**config.mk**
```make
export PLATFORM = sky130hd
export DESIGN_NAME = sample_running_statistics
export DESIGN_NICKNAME = d
export VERILOG_FILES = /design/src/sv/srs_pkg.sv /design/src/sv/srs_ctrl.sv /design/src/sv/srs_datapath.sv /design/src/sv/sample_running_statistics.sv
export SDC_FILE = /design/constraint.sdc
export NUM_CORES = 2
export LEC_CHECK = 0
export ABC_AREA = 1
export BUFFER_PORTS_ARGS = -buffer_cell sky130_fd_sc_hd__buf_2
export CAP_MARGIN = 20
export CELL_PAD_IN_SITES_DETAIL_PLACEMENT = 1
export CELL_PAD_IN_SITES_GLOBAL_PLACEMENT = 2
export CORE_MARGIN = 4
export CORE_UTILIZATION = 35
export DETAILED_ROUTE_END_ITERATION = 10
export GPL_ROUTABILITY_DRIVEN = 0
export MAX_ROUTING_LAYER = met4
export PLACE_DENSITY_LB_ADDON = 0.1
export SLEW_MARGIN = 25
export SYNTH_ARGS = -nofsm -noshare
export SYNTH_HDL_FRONTEND = slang
export SYNTH_HIERARCHICAL = 1
export SYNTH_SLANG_ARGS = --single-unit
```
**constraint.sdc**
```tcl
create_clock -name clk -period 22.6 [get_ports clk]
set_clock_uncertainty 0.05 [all_clocks]
set_input_delay 2.26 -clock clk [delete_from_list [all_inputs] [get_ports clk]]
set_output_delay 2.26 -clock clk [all_outputs]
set_load 0.005 [all_outputs]
```
**src/sv/srs_pkg.sv**
```systemverilog
package srs_pkg;

  localparam int COUNT_WIDTH_DEF = 24;
  localparam int FRAC_BITS_DEF   = 16;

  // shared arithmetic widths
  localparam int WIDE_W = 112;  // product / dividend register
  localparam int MAG_W  = 34;   // |x*2^F - mean|
  localparam int REM_W  = 25;   // divider remainder, holds count or digitisation
  localparam int SQV_W  = 64;
  localparam int SQR_W  = 34;
  localparam int ROOT_W = 32;

  localparam int REP_W   = 7;
  localparam int PC_W    = 6;
  localparam logic [PC_W-1:0] PC_LAST = PC_W'(34);

  localparam int SHORT_DIV_STEPS = MAG_W;
  localparam int LONG_DIV_STEPS  = WIDE_W;
  localparam int MUL_STEPS       = MAG_W;
  localparam int SQRT_STEPS      = SQV_W / 2;

  localparam int CFG_IDX_W = 2;
  localparam logic [CFG_IDX_W-1:0] CFG_OFFSET = 2'd0;
  localparam logic [CFG_IDX_W-1:0] CFG_DIG    = 2'd1;
  localparam logic [CFG_IDX_W-1:0] CFG_RANGE  = 2'd2;

  localparam logic [16:0] DIG_RESET = 17'd8192;
  localparam logic signed [15:0] SAMPLE_MAX = 16'sh7FFF;
  localparam logic signed [15:0] SAMPLE_MIN = 16'sh8000;

  typedef struct packed {
    logic signed [15:0] sample;
    logic               last;
  } in_t;

  typedef struct packed {
    logic        [24:0] sample_count;
    logic signed [15:0] min_sample;
    logic signed [15:0] max_sample;
    logic signed [31:0] mean_q16;
    logic        [45:0] variance_q16;
    logic        [30:0] std_dev_q16;
    logic signed [47:0] min_pa_q16;
    logic signed [47:0] max_pa_q16;
    logic signed [47:0] mean_pa_q16;
    logic        [47:0] variance_pa_q16;
    logic        [31:0] std_dev_pa_q16;
  } out_t;

  typedef enum logic [4:0] {
    OP_NOP,
    OP_SAMPLE,
    OP_DIV,
    OP_MEAN,
    OP_MUL,
    OP_M2,
    OP_VAR_DIV,
    OP_VAR_END,
    OP_SQRT,
    OP_STD_END,
    OP_PA_MUL,
    OP_PROD_DIV,
    OP_PA_END,
    OP_VPA_MUL1,
    OP_VPA_MUL2,
    OP_VPA_END,
    OP_SPA_END,
    OP_EMIT
  } op_t;

  typedef enum logic [1:0] {
    SEL_MIN,
    SEL_MAX,
    SEL_MEAN
  } sel_t;

  typedef struct packed {
    op_t  op;
    sel_t sel;
  } cmd_t;

  typedef struct packed {
    op_t              op;
    sel_t             sel;
    logic [REP_W-1:0] reps;
  } uop_t;

  function automatic uop_t mk(op_t o, sel_t s, int n);
    uop_t u;
    u.op   = o;
    u.sel  = s;
    u.reps = REP_W'(n);
    return u;
  endfunction

  // Microprogram: pc 0..3 runs for every sample, 4..PC_LAST closes a read.
  function automatic uop_t ucode(logic [PC_W-1:0] pc);
    uop_t u;
    case (pc)
      6'd0:  u = mk(OP_DIV,      SEL_MIN,  SHORT_DIV_STEPS);
      6'd1:  u = mk(OP_MEAN,     SEL_MIN,  1);
      6'd2:  u = mk(OP_MUL,      SEL_MIN,  MUL_STEPS);
      6'd3:  u = mk(OP_M2,       SEL_MIN,  1);
      6'd4:  u = mk(OP_VAR_DIV,  SEL_MIN,  1);
      6'd5:  u = mk(OP_DIV,      SEL_MIN,  LONG_DIV_STEPS);
      6'd6:  u = mk(OP_VAR_END,  SEL_MIN,  1);
      6'd7:  u = mk(OP_SQRT,     SEL_MIN,  SQRT_STEPS);
      6'd8:  u = mk(OP_STD_END,  SEL_MIN,  1);
      6'd9:  u = mk(OP_PA_MUL,   SEL_MIN,  1);
      6'd10: u = mk(OP_MUL,      SEL_MIN,  MUL_STEPS);
      6'd11: u = mk(OP_PROD_DIV, SEL_MIN,  1);
      6'd12: u = mk(OP_DIV,      SEL_MIN,  LONG_DIV_STEPS);
      6'd13: u = mk(OP_PA_END,   SEL_MIN,  1);
      6'd14: u = mk(OP_PA_MUL,   SEL_MAX,  1);
      6'd15: u = mk(OP_MUL,      SEL_MAX,  MUL_STEPS);
      6'd16: u = mk(OP_PROD_DIV, SEL_MAX,  1);
      6'd17: u = mk(OP_DIV,      SEL_MAX,  LONG_DIV_STEPS);
      6'd18: u = mk(OP_PA_END,   SEL_MAX,  1);
      6'd19: u = mk(OP_PA_MUL,   SEL_MEAN, 1);
      6'd20: u = mk(OP_MUL,      SEL_MEAN, MUL_STEPS);
      6'd21: u = mk(OP_PROD_DIV, SEL_MEAN, 1);
      6'd22: u = mk(OP_DIV,      SEL_MEAN, LONG_DIV_STEPS);
      6'd23: u = mk(OP_PA_END,   SEL_MEAN, 1);
      6'd24: u = mk(OP_VPA_MUL1, SEL_MIN,  1);
      6'd25: u = mk(OP_MUL,      SEL_MIN,  MUL_STEPS);
      6'd26: u = mk(OP_PROD_DIV, SEL_MIN,  1);
      6'd27: u = mk(OP_DIV,      SEL_MIN,  LONG_DIV_STEPS);
      6'd28: u = mk(OP_VPA_MUL2, SEL_MIN,  1);
      6'd29: u = mk(OP_MUL,      SEL_MIN,  MUL_STEPS);
      6'd30: u = mk(OP_PROD_DIV, SEL_MIN,  1);
      6'd31: u = mk(OP_DIV,      SEL_MIN,  LONG_DIV_STEPS);
      6'd32: u = mk(OP_VPA_END,  SEL_MIN,  1);
      6'd33: u = mk(OP_SQRT,     SEL_MIN,  SQRT_STEPS);
      6'd34: u = mk(OP_SPA_END,  SEL_MIN,  1);
      default: u = mk(OP_NOP,    SEL_MIN,  1);
    endcase
    return u;
  endfunction

endpackage

```
**src/sv/srs_ctrl.sv**
```systemverilog
module srs_ctrl (
  input  logic          clk,
  input  logic          rst,
  input  logic          in_valid,
  input  logic          in_last,
  output logic          in_stall,
  output logic          out_valid,
  input  logic          out_stall,
  output srs_pkg::cmd_t cmd
);
  import srs_pkg::*;

  typedef enum logic [2:0] {
    ST_IDLE = 3'b001,
    ST_RUN  = 3'b010,
    ST_EMIT = 3'b100
  } state_t;

  state_t           state, state_next;
  logic [PC_W-1:0]  pc, pc_next;
  logic [REP_W-1:0] rep, rep_next;
  logic             last_r, last_r_next;
  logic             out_valid_next;
  uop_t             u, u_nxt, u_first;

  assign in_stall = (state != ST_IDLE);

  always_comb begin
    u              = ucode(pc);
    u_nxt          = ucode(pc + PC_W'(1));
    u_first        = ucode(PC_W'(0));
    cmd.op         = OP_NOP;
    cmd.sel        = SEL_MIN;
    state_next     = state;
    pc_next        = pc;
    rep_next       = rep;
    last_r_next    = last_r;
    out_valid_next = out_valid && out_stall;
    case (state)
      ST_IDLE: begin
        if (in_valid) begin
          cmd.op      = OP_SAMPLE;
          state_next  = ST_RUN;
          pc_next     = '0;
          rep_next    = u_first.reps - REP_W'(1);
          last_r_next = in_last;
        end
      end
      ST_RUN: begin
        cmd.op  = u.op;
        cmd.sel = u.sel;
        if (rep == '0) begin
          if (u.op == OP_M2 && !last_r) begin
            state_next = ST_IDLE;
          end else if (pc == PC_LAST) begin
            state_next = ST_EMIT;
          end else begin
            pc_next  = pc + PC_W'(1);
            rep_next = u_nxt.reps - REP_W'(1);
          end
        end else begin
          rep_next = rep - REP_W'(1);
        end
      end
      ST_EMIT: begin
        if (!out_valid || !out_stall) begin
          cmd.op         = OP_EMIT;
          out_valid_next = 1'b1;
          state_next     = ST_IDLE;
        end
      end
      default: state_next = ST_IDLE;
    endcase
  end

  always_ff @(posedge clk) begin
    if (rst) begin
      state     <= ST_IDLE;
      pc        <= '0;
      rep       <= '0;
      last_r    <= 1'b0;
      out_valid <= 1'b0;
    end else begin
      state     <= state_next;
      pc        <= pc_next;
      rep       <= rep_next;
      last_r    <= last_r_next;
      out_valid <= out_valid_next;
    end
  end

endmodule

```
**src/sv/srs_datapath.sv**
```systemverilog
module srs_datapath #(
  parameter int COUNT_WIDTH = srs_pkg::COUNT_WIDTH_DEF,
  parameter int FRAC_BITS   = srs_pkg::FRAC_BITS_DEF
) (
  input  logic                             clk,
  input  logic                             rst,
  input  srs_pkg::cmd_t                    cmd,
  input  srs_pkg::in_t                     in_data,
  input  logic                             cfg_valid,
  input  logic [srs_pkg::CFG_IDX_W-1:0]    cfg_index,
  input  logic [31:0]                      cfg_data,
  output srs_pkg::out_t                    out_data
);
  import srs_pkg::*;

  localparam int CNT_W = COUNT_WIDTH + 1;

  // configuration
  logic signed [15:0] sample_offset;
  logic [16:0]        digitisation;
  logic [31:0]        range_pa_q16;

  // running statistics
  logic [CNT_W-1:0]   cnt;
  logic signed [15:0] rmin, rmax;
  logic signed [31:0] mean;
  logic [63:0]        m2;

  // per-sample scratch
  logic signed [32:0]  xq;
  logic                dneg;
  logic [MAG_W-1:0]    dmag;
  logic                m2_en;

  // shared units
  logic [WIDE_W-1:0]   mul_a, prod, div_q;
  logic [MAG_W-1:0]    mul_b;
  logic [REM_W-1:0]    div_rem, divisor;
  logic [SQV_W-1:0]    sq_v;
  logic [SQR_W-1:0]    sq_rem;
  logic [ROOT_W-1:0]   sq_root;

  // finish results
  logic                pa_neg;
  logic [45:0]         var_r;
  logic [30:0]         std_r;
  logic signed [47:0]  min_pa, max_pa, mean_pa;
  logic [47:0]         var_pa;

  // combinational terms
  logic [CNT_W-1:0]    cnt_next;
  logic signed [32:0]  xq_new;
  logic signed [33:0]  delta;
  logic [MAG_W-1:0]    delta_mag;
  logic [REM_W:0]      div_sh;
  logic                div_ge;
  logic [REM_W-1:0]    div_rem_new;
  logic signed [34:0]  nm;
  logic signed [31:0]  mean_new;
  logic signed [33:0]  d2;
  logic [MAG_W-1:0]    d2_mag;
  logic [WIDE_W-1:0]   p;
  logic [64:0]         m2_sum;
  logic [SQR_W+1:0]    sq_sh, sq_trial;
  logic                sq_ge;
  logic [SQR_W+1:0]    sq_diff;
  logic [45:0]         var_sat;
  logic [47:0]         vpa_sat;
  logic signed [16:0]  off17, min17, max17;
  logic signed [33:0]  pa_in;
  logic [MAG_W-1:0]    pa_mag;
  logic [47:0]         pa_cap, pa_r, pa_res;
  logic [16:0]         dig_eff;

  always_comb begin
    cnt_next  = cnt[COUNT_WIDTH] ? cnt : cnt + CNT_W'(1);
    xq_new    = $signed({{17{in_data.sample[15]}}, in_data.sample}) <<< FRAC_BITS;
    delta     = {xq_new[32], xq_new} - {{2{mean[31]}}, mean};
    delta_mag = delta[33] ? MAG_W'(-delta) : MAG_W'(delta);

    // restoring divider step
    div_sh      = {div_rem, div_q[WIDE_W-1]};
    div_ge      = div_sh >= {1'b0, divisor};
    div_rem_new = div_ge ? REM_W'(div_sh - {1'b0, divisor}) : REM_W'(div_sh);

    // mean update from the quotient
    nm = dneg ? ({{3{mean[31]}}, mean} - {1'b0, div_q[MAG_W-1:0]})
              : ({{3{mean[31]}}, mean} + {1'b0, div_q[MAG_W-1:0]});
    if (nm > 35'sh0_7FFF_FFFF)       mean_new = 32'sh7FFF_FFFF;
    else if (nm < -35'sh0_8000_0000) mean_new = 32'sh8000_0000;
    else                             mean_new = nm[31:0];
    d2     = {xq[32], xq} - {{2{mean_new[31]}}, mean_new};
    d2_mag = d2[33] ? MAG_W'(-d2) : MAG_W'(d2);

    p      = prod >> FRAC_BITS;
    m2_sum = {1'b0, m2} + {1'b0, p[63:0]};

    // digit-by-digit square root step
    sq_sh    = {sq_rem, sq_v[SQV_W-1 -: 2]};
    sq_trial = {2'b00, sq_root, 2'b01};
    sq_ge    = sq_sh >= sq_trial;
    sq_diff  = sq_ge ? sq_sh - sq_trial : sq_sh;

    var_sat = (div_q > WIDE_W'(46'h3FFF_FFFF_FFFF)) ? 46'h3FFF_FFFF_FFFF : div_q[45:0];
    vpa_sat = (div_q[WIDE_W-1:32] > 80'(48'hFFFF_FFFF_FFFF)) ? 48'hFFFF_FFFF_FFFF
                                                             : div_q[79:32];

    off17 = {sample_offset[15], sample_offset};
    min17 = {rmin[15], rmin} + off17;
    max17 = {rmax[15], rmax} + off17;
    case (cmd.sel)
      SEL_MIN:  pa_in = $signed({{17{min17[16]}}, min17}) <<< FRAC_BITS;
      SEL_MAX:  pa_in = $signed({{17{max17[16]}}, max17}) <<< FRAC_BITS;
      SEL_MEAN: pa_in = {{2{mean[31]}}, mean}
                        + ($signed({{18{sample_offset[15]}}, sample_offset}) <<< FRAC_BITS);
      default:  pa_in = '0;
    endcase
    pa_mag = pa_in[33] ? MAG_W'(-pa_in) : MAG_W'(pa_in);

    pa_cap = pa_neg ? 48'h8000_0000_0000 : 48'h7FFF_FFFF_FFFF;
    pa_r   = (div_q[WIDE_W-1:16] > 96'(pa_cap)) ? pa_cap : div_q[63:16];
    pa_res = pa_neg ? -pa_r : pa_r;

    dig_eff = (digitisation == '0) ? 17'd1 : digitisation;
  end

  always_ff @(posedge clk) begin
    if (rst) begin
      sample_offset <= '0;
      digitisation  <= DIG_RESET;
      range_pa_q16  <= '0;
    end else if (cfg_valid) begin
      case (cfg_index)
        CFG_OFFSET: sample_offset <= cfg_data[15:0];
        CFG_DIG:    digitisation  <= cfg_data[16:0];
        CFG_RANGE:  range_pa_q16  <= cfg_data;
        default:    ;
      endcase
    end
  end

  always_ff @(posedge clk) begin
    if (rst) begin
      cnt  <= '0;
      rmin <= SAMPLE_MAX;
      rmax <= SAMPLE_MIN;
      mean <= '0;
      m2   <= '0;
    end else begin
      case (cmd.op)
        OP_SAMPLE: begin
          cnt <= cnt_next;
          if (in_data.sample < rmin) rmin <= in_data.sample;
          if (in_data.sample > rmax) rmax <= in_data.sample;
        end
        OP_MEAN: mean <= mean_new;
        OP_M2: begin
          if (m2_en) begin
            m2 <= ((|p[WIDE_W-1:64]) || m2_sum[64]) ? '1 : m2_sum[63:0];
          end
        end
        OP_EMIT: begin
          cnt  <= '0;
          rmin <= SAMPLE_MAX;
          rmax <= SAMPLE_MIN;
          mean <= '0;
          m2   <= '0;
        end
        default: ;
      endcase
    end
  end

  always_ff @(posedge clk) begin
    case (cmd.op)
      OP_SAMPLE: begin
        xq      <= xq_new;
        dneg    <= delta[33];
        dmag    <= delta_mag;
        div_q   <= {delta_mag, {(WIDE_W-MAG_W){1'b0}}};
        div_rem <= '0;
        divisor <= REM_W'(cnt_next);
      end
      OP_DIV: begin
        div_q   <= {div_q[WIDE_W-2:0], div_ge};
        div_rem <= div_rem_new;
      end
      OP_MEAN: begin
        mul_a <= WIDE_W'(dmag);
        mul_b <= d2_mag;
        prod  <= '0;
        m2_en <= (dmag == '0) || (d2 == '0) || (dneg == d2[33]);
      end
      OP_MUL: begin
        if (mul_b[0]) prod <= prod + mul_a;
        mul_a <= {mul_a[WIDE_W-2:0], 1'b0};
        mul_b <= {1'b0, mul_b[MAG_W-1:1]};
      end
      OP_VAR_DIV: begin
        div_q   <= WIDE_W'(m2);
        div_rem <= '0;
        divisor <= REM_W'(cnt);
      end
      OP_VAR_END: begin
        var_r   <= var_sat;
        sq_v    <= SQV_W'(var_sat) << FRAC_BITS;
        sq_rem  <= '0;
        sq_root <= '0;
      end
      OP_SQRT: begin
        sq_v    <= {sq_v[SQV_W-3:0], 2'b00};
        sq_rem  <= sq_diff[SQR_W-1:0];
        sq_root <= {sq_root[ROOT_W-2:0], sq_ge};
      end
      OP_STD_END: std_r <= sq_root[30:0];
      OP_PA_MUL: begin
        pa_neg <= pa_in[33];
        mul_a  <= WIDE_W'(pa_mag);
        mul_b  <= MAG_W'(range_pa_q16);
        prod   <= '0;
      end
      OP_PROD_DIV: begin
        div_q   <= prod;
        div_rem <= '0;
        divisor <= REM_W'(dig_eff);
      end
      OP_PA_END: begin
        case (cmd.sel)
          SEL_MIN:  min_pa  <= pa_res;
          SEL_MAX:  max_pa  <= pa_res;
          SEL_MEAN: mean_pa <= pa_res;
          default:  ;
        endcase
      end
      OP_VPA_MUL1: begin
        mul_a <= WIDE_W'(var_r);
        mul_b <= MAG_W'(range_pa_q16);
        prod  <= '0;
      end
      OP_VPA_MUL2: begin
        mul_a <= div_q;
        mul_b <= MAG_W'(range_pa_q16);
        prod  <= '0;
      end
      OP_VPA_END: begin
        var_pa  <= vpa_sat;
        sq_v    <= SQV_W'(vpa_sat) << FRAC_BITS;
        sq_rem  <= '0;
        sq_root <= '0;
      end
      OP_EMIT: begin
        out_data.sample_count    <= 25'(cnt);
        out_data.min_sample      <= rmin;
        out_data.max_sample      <= rmax;
        out_data.mean_q16        <= mean;
        out_data.variance_q16    <= var_r;
        out_data.std_dev_q16     <= std_r;
        out_data.min_pa_q16      <= min_pa;
        out_data.max_pa_q16      <= max_pa;
        out_data.mean_pa_q16     <= mean_pa;
        out_data.variance_pa_q16 <= var_pa;
        out_data.std_dev_pa_q16  <= sq_root;
      end
      default: ;
    endcase
  end

endmodule

```
**src/sv/sample_running_statistics.sv**
```systemverilog
// Running statistics over the raw samples of one read. Each accepted sample updates
// a saturating count, min, max, a Welford running mean and the sum of squared
// deviations. A sample flagged last is folded in first; then one result transaction
// carries count, min, max, mean, population variance, standard deviation and the
// picoamp forms of min, max, mean, variance and std dev, after which the statistics
// clear. Each sample occupies the block through accept, 34 steps of the restoring
// divider for delta/n, mean update, 34 steps of the shift-add multiplier and
// accumulate, and in_stall holds off the next sample until then. A last sample adds
// a read close-out dominated by six 112-step passes through the same divider and two
// 32-step square roots; samples of the next read are accepted while a finished result
// is still waiting on out_stall. Configuration writes are always ready and take effect
// at once; write them only while no read is in flight.
module sample_running_statistics #(
  parameter int COUNT_WIDTH = srs_pkg::COUNT_WIDTH_DEF,
  parameter int FRAC_BITS   = srs_pkg::FRAC_BITS_DEF
) (
  input  logic                          clk,
  input  logic                          rst,
  // sample transactions
  input  logic                          in_valid,
  output logic                          in_stall,
  input  srs_pkg::in_t                  in_data,
  // result transactions
  output logic                          out_valid,
  input  logic                          out_stall,
  output srs_pkg::out_t                 out_data,
  // register writes: 0 offset, 1 digitisation, 2 range; others dropped
  input  logic                          cfg_valid,
  output logic                          cfg_ready,
  input  logic [srs_pkg::CFG_IDX_W-1:0] cfg_index,
  input  logic [31:0]                   cfg_data
);
  import srs_pkg::*;

  cmd_t cmd;

  assign cfg_ready = 1'b1;

  // sequencer: walks the microprogram, owns both handshakes
  srs_ctrl u_ctrl (
    .clk       (clk),
    .rst       (rst),
    .in_valid  (in_valid),
    .in_last   (in_data.last),
    .in_stall  (in_stall),
    .out_valid (out_valid),
    .out_stall (out_stall),
    .cmd       (cmd)
  );

  // statistics registers, shared divider / multiplier / sqrt, result register
  srs_datapath #(
    .COUNT_WIDTH (COUNT_WIDTH),
    .FRAC_BITS   (FRAC_BITS)
  ) u_dp (
    .clk       (clk),
    .rst       (rst),
    .cmd       (cmd),
    .in_data   (in_data),
    .cfg_valid (cfg_valid),
    .cfg_index (cfg_index),
    .cfg_data  (cfg_data),
    .out_data  (out_data)
  );

endmodule

```
## Word-level counts from Yosys, hierarchy flattened

Memory sizes are Yosys's and may differ from the RTL's. A register that Yosys moved wholly into a read port is not among the register bits.
Index checks and enable logic that the tools add are counted.

| storage, ports and cells | value |
|---|---|
| register bits after elaboration | 1498 |
| memory bits (read-only) | 1536 |
| input port bits | 56 |
| output and inout port bits | 393 |
| memories | 2 |

| cells by class | value |
|---|---|
| $add $sub $neg | 19 |
| $lt $le $gt $ge | 9 |
| eq/ne operators | 39 |
| mux-type cells | 59 |
| reduce and logical (&&, ||, !) cells | 46 |

Memory list:

| memory | words | bits a word | rd ports | clocked after memory_dff | wr ports | RTL line | source |
|---|---|---|---|---|---|---|---|
| (name not given) | 64 | 12 | 1 | 1 | 0 | srs_pkg.sv:100 | `case (pc)` |
| (name not given) | 64 | 12 | 1 | 0 | 0 | srs_pkg.sv:100 |  |

Operators by type and width:

| cell | count |
|---|---|
| case mux 112 bit (5 select lines) | 1 |
| case mux 112 bit (4 select lines) | 1 |
| case mux 112 bit (2 select lines) | 1 |
| case mux 34 bit (3 select lines) | 2 |
| two-way mux 48 bit | 4 |
| case mux 64 bit (3 select lines) | 1 |
| two-way mux 34 bit | 4 |
| two-way mux 64 bit | 2 |
| case mux 32 bit (2 select lines) | 2 |
| case mux 64 bit (2 select lines) | 1 |
| adder 112 bit | 1 |
| greater-than comparator 112 x 46 -> 1 bit (second input constant) | 1 |
| two-way mux 112 bit | 1 |
| negator 34 bit | 3 |
| case mux 25 bit (2 select lines) | 2 |
| greater-than comparator 96 x 48 -> 1 bit | 1 |
| greater-than comparator 80 x 48 -> 1 bit (second input constant) | 1 |
| case mux 25 bit (3 select lines) | 1 |
| zero test 34 bit | 2 |
| case mux 34 bit (2 select lines) | 1 |
| subtractor 32 x 32 -> 33 bit | 2 |
| adder 64 x 64 -> 65 bit | 1 |
| two-way mux 32 bit | 2 |
| case mux 16 bit (2 select lines) | 2 |
| 64 further kinds | 132 |

## Longest topological paths before layout

| logic depth | value |
|---|---|
| word-level depth | 9 |
| mapped depth | 52 |

## By module

Netlist, hierarchy kept.

Modules (own cells, without submodules):

| module | instances | cells each | area each (um^2) | seq. area each (um^2) |
|---|---|---|---|---|
| srs_datapath | 1 | 9193 | 81125.3 | 41780.1 |
| srs_ctrl | 1 | 363 | 2329.7 | 500.5 |
| sample_running_statistics | 1 | 2 | 11.3 | 0.0 |

## Worst setup path before layout

Ideal clock, no wire load.

| timing | value |
|---|---|
| kind | in2reg |
| start point | input in_valid |
| end point | register u_dp.m2[10] |
| library setup time | 0.132 ns |
| arrival time | 23.087 ns |
| setup slack | -0.669 ns |
| stages on the path | 14 |
| buffers on the path | 1 |
| cell sequence | nor2_4 inv_1 nand2_1 nor2_1 inv_1 nand3_1 nand2_1 nor2_1 clkinv_1 nor2_1 nor2_1 clkbuf_1 nand2_1 a21oi_1 |

RTL lines:

| what | RTL line | source |
|---|---|---|
| from (decl) | sample_running_statistics.sv:20 | `input logic in_valid,` |
| to (signal assigned) | srs_datapath.sv:159 | `m2 <= ((\|p[WIDE_W-1:64]) \|\| m2_sum[64]) ? '1 : m2_sum[63:0];` |
| to (decl) | srs_datapath.sv:27 | `logic [63:0] m2;` |

## Worst setup path after layout

| timing | value |
|---|---|
| start point | register u_dp.div_q[1] |
| end point | register u_dp.mul_b[20], data pin |

| on the way | value |
|---|---|
| cells in the longest elaborated chain, start to end | 9 |
| elaborated cells between the ends (all ways) | 11 |

Ends and longest elaborated chain:

| what | RTL line | source |
|---|---|---|
| from (decl) | srs_datapath.sv:36 | `logic [WIDE_W-1:0] mul_a, prod, div_q;` |
| from (signal assigned) | srs_datapath.sv:180 | `div_q <= {delta_mag, {(WIDE_W-MAG_W){1'b0}}};` |
| from (signal assigned) | srs_datapath.sv:185 | `div_q <= {div_q[WIDE_W-2:0], div_ge};` |
| from (signal assigned) | srs_datapath.sv:200 | `div_q <= WIDE_W'(m2);` |
| adder 35 x 34 -> 35 bit / subtractor 35 x 34 -> 35 bit (equally long branches) | srs_datapath.sv:88, srs_datapath.sv:87 |  |
| two-way mux 35 bit * | srs_datapath.sv:87 | `nm = dneg ? ({{3{mean[31]}}, mean} - {1'b0, div_q[MAG_W-1:0]})` |
| < comparator 35 x 32 -> 1 bit | srs_datapath.sv:90 | `else if (nm < -35'sh0_8000_0000) mean_new = 32'sh8000_0000;` |
| two-way mux 32 bit | srs_datapath.sv:90 |  |
| two-way mux 32 bit * | srs_datapath.sv:89 | `if (nm > 35'sh0_7FFF_FFFF) mean_new = 32'sh7FFF_FFFF;` |
| subtractor 32 x 32 -> 33 bit * | srs_datapath.sv:92 | `d2 = {xq[32], xq} - {{2{mean_new[31]}}, mean_new};` |
| negator 34 bit | srs_datapath.sv:93 | `d2_mag = d2[33] ? MAG_W'(-d2) : MAG_W'(d2);` |
| two-way mux 34 bit * | srs_datapath.sv:93 |  |
| case mux 34 bit (3 select lines) * | srs_datapath.sv:175 | `case (cmd.op)` |
| to (signal assigned) | srs_datapath.sv:190 | `mul_b <= d2_mag;` |
| to (signal assigned) | srs_datapath.sv:197 | `mul_b <= {1'b0, mul_b[MAG_W-1:1]};` |
| to (signal assigned) | srs_datapath.sv:219 | `mul_b <= MAG_W'(range_pa_q16);` |
| to (decl) | srs_datapath.sv:37 | `logic [MAG_W-1:0] mul_b;` |

Mark *: on every way between the ends. The rest lies on a longest branch, timed or not.
A chain may end at the register's enable or synchronous reset.

==> run_results.csv <==
group,metric,value,unit
synth,avgSynthCellArea,8.73,um2
sta,min_period,8.36,ns
critical_path,critPathRequiredTime,23.12,ns
sta,finalHoldViolations,0,
synth,yosysWarnings,6,
sta,setup_slack,14.24,ns
synth,synth_ff_type,"edfxtp_1",
cts,cts_hold_buf,0,
route,via_count,72700,
critical_path,path_common_cell,"nand2_1",
sta,slew_headroom,0.276,
route,met2WireLength,156000,um
route,firstDrtPassIters,5,
route,antenna_left,0,
place,pre_cts_ws,14.43,ns
power_and_ir_drop,switching_share,0.437,
cts,clock_latency,0.90,ns
route,wl_met3,22800,um
sta,min_period_over_period,0.370,
synth,synthArstFlopShare,0,
critical_path,max_stage_delay,0.63,ns
power_and_ir_drop,power_frac_clock,0.250,
route,top_layer,"met4",
synth,synth-edff-count,1246,
floorplanning,start_util,0.351,
run,max-cap-violations,0,
grt,grt_pass1_vias,73100,
grt,grt_antenna_before_repair,21,
sta,worst_pin_slew,1.08,ns
hold_path,worstHoldStart,"u_dp/rmax[6]",
critical_path,criticalPathCategory,"flop to flop",
floorplanning,die_area,246000,um2
power_and_ir_drop,combPwrFrac,0.417,
route,drt_iter0_markers,6596,
route,detail_route.wl_per_cell,26.9,um
status,outcome,"completed",
critical_path,reg2reg_from,"u_dp/div_q[1]",
route,detail_route.vias_per_cell,5.45,
cts,clock-sinks,1489,
grt,grt_max_degree,91,
cts,cts_buffer_depth,3,
layout,area_growth_syn_to_layout,14.6,%
layout,drive_gt1_frac,0.100,
power_and_ir_drop,peakVddDrop,0.103,mV
critical_path,cp.arrival,8.88,ns
place,portBuffers,447,
synth,synth_seq_area_share,0.507,
power_and_ir_drop,power_density,124,nW/um2
cts,cts_max_level,4,
cts,cts_root_buf,"clkbuf_16",
sta,report.final.slew_viol_count,0,
hold_path,hold_class,"flop to flop",
route,totalWireLength,359000,um
sta,final-setup-viol-count,0,
power_and_ir_drop,p_leak,37.7,nW
critical_path,crit_path_end_kind,"flop",
power_and_ir_drop,power_frac_seq,0.333,
critical_path,slowest_stage,"nor4_1",
grt,grt_remaining_overflow,0,
synth,ys_top_cells_by_area,"edfxtp_1, nand2_1, ha_1",
synth,syn_area,83500,um2
critical_path,cp-start-kind,"flop",
grt,grt_usage,0.293,
cts,post_cts_resized,0,
power_and_ir_drop,power.total,0.0119,W
grt,grt_pass1_wl,516000,um
floorplanning,core,238000,um2
floorplanning,die_w,496,um
cts,cts_tree,"built",
power_and_ir_drop,p_int,0.00667,W
critical_path,critPathMaxFanout,31,
synth,yosysUniqueCellTypes,76,
cts,post_cts_buffers,0,
layout,final_cell_mix,"nand2_1, inv_1, edfxtp_1",
route,drc,0,
critical_path,crit_start,"u_dp/div_q[1]",
synth,syn_inst,9558,
layout,finalNetCount,10500,
sta,tns,0,ns
synth,synth_top_area_share,0.448,
power_and_ir_drop,p_sw,0.00518,W
sta,rsz0062_at_grt,"no",
cts,clk_pin_slew_worst_paths,0.06,ns
floorplanning,rows,179,
route,wl_met1,168000,um
layout,layout_commonest_cell,"nand2_1",
sta,timing.fmax,120,MHz
cts,numCtsBuffers,173,
place,dp_hpwl,287000,um
synth,ys_seq_elements,1489,
floorplanning,pin_count,449,
synth,yosys.area.top_type,"edfxtp_1",
floorplanning,fp.dieH,496,um
-- final cells by class --
cell class                      count  area [um2]
Multi-Input combinational cell   6515       35500
Fill cell                       27800      142000
Tap cell                         3167        3960
Timing Repair Buffer              543        2990
Sequential cell                  1489       42300
Inverter                         1293        4860
Antenna cell                        8        20.0
Clock buffer                      217        4590
Clock inverter                    108        1430
-- power groups by stage --
stage | Sequential (W) | Combinational, W | Clock (W)
floorplan | 0.00385 | 0.00328 | 0
global placement | 0.00398 | 0.00479 | 0
detailed placement | 0.00399 | 0.00489 | 0
CTS | 0.00394 | 0.00492 | 0.00303
global route | 0.00397 | 0.00547 | 0.00315
finish | 0.00395 | 0.00494 | 0.00296
-- worst paths after layout --
kind | end | slack (ns) | depth (start not counted)
max | u_dp/mul_b[20] | 14.24 | 41
min | u_dp/out_data[339] | 0.35 | 0
max reg2reg | u_dp/mul_b[20] | 14.24 | 41
min reg2reg | u_dp/out_data[339] | 0.35 | 0
-- cell families after synthesis --
logic type | after synthesis | share of synthesized area
simple gates | 3718 | 0.187
compound gates | 2137 | 0.147
buf+inv | 1555 | 0.0711
flops | 1489 | 0.507
fa+ha+maj | 418 | 0.0631
xor+xnor | 238 | 0.0252
other cells | 2 | 0.0000900
mux | 1 | 0.000120
-- registers in the layout (all words and copies together) (netlist names), 64 cells and up --
signal and cells:
u_dp/mul_a 112, u_dp/out_data 390, u_dp/m2 64, u_dp/div_q 112, u_dp/prod 112
-- per-layer routing --
layer | track usage | vias to the layer above
met2 | 0.434 | 2156
met1 | 0.415 | 36500
met3 | 0.0409 | 425
met5 | - | -
li1 | - | 33600
met4 | 0.0934 | 0
-- critical path: cells and delay by family, from the launching register on --
family,cells,cell delay (ns)
simple gates,24,3.85
compound gates,9,1.87
fa+ha+maj,2,0.70
buf+inv,5,0.96
flops,1,0.41
xor+xnor,1,0.20
-- Yosys cell counts, types with 13 or more instances --
library cell,count
buf_1,13
nor2_2,22
o21ai_0,613
nand2_1,2197
o21ai_1,33
edfxtp_1,1246
xnor2_1,64
a21boi_0,13
nor4_1,52
inv_2,19
o21bai_1,28
nand4_1,81
nor2_4,19
o211ai_1,141
inv_1,1264
a211oi_1,24
o31ai_1,21
nand3_1,319
nand3b_1,22
xor2_1,172
nor2_1,790
nor3_1,108
buf_2,15
nand2_2,49
ha_1,413
a22oi_1,107
o21a_1,59
o2111ai_1,25
clkbuf_1,222
a21oi_1,869
o221ai_1,41
a31oi_1,103
dfxtp_1,243
-- stage by stage --
stage / std cells / cell area, um2 / utilization / hold WS, ns
CTS: 13300 / 95600 / 0.402 / 0.347
global placement: 13000 / 89500 / 0.377 / 0.351
detailed placement: 13000 / 89600 / 0.377 / 0.355
global route: 13300 / 95600 / 0.402 / 0.356
finish: 13300 / 95600 / 0.402 / 0.346
floorplan: 9559 / 83500 / - / 0.350
No activity file was read; power rests on OpenSTA's default activity.
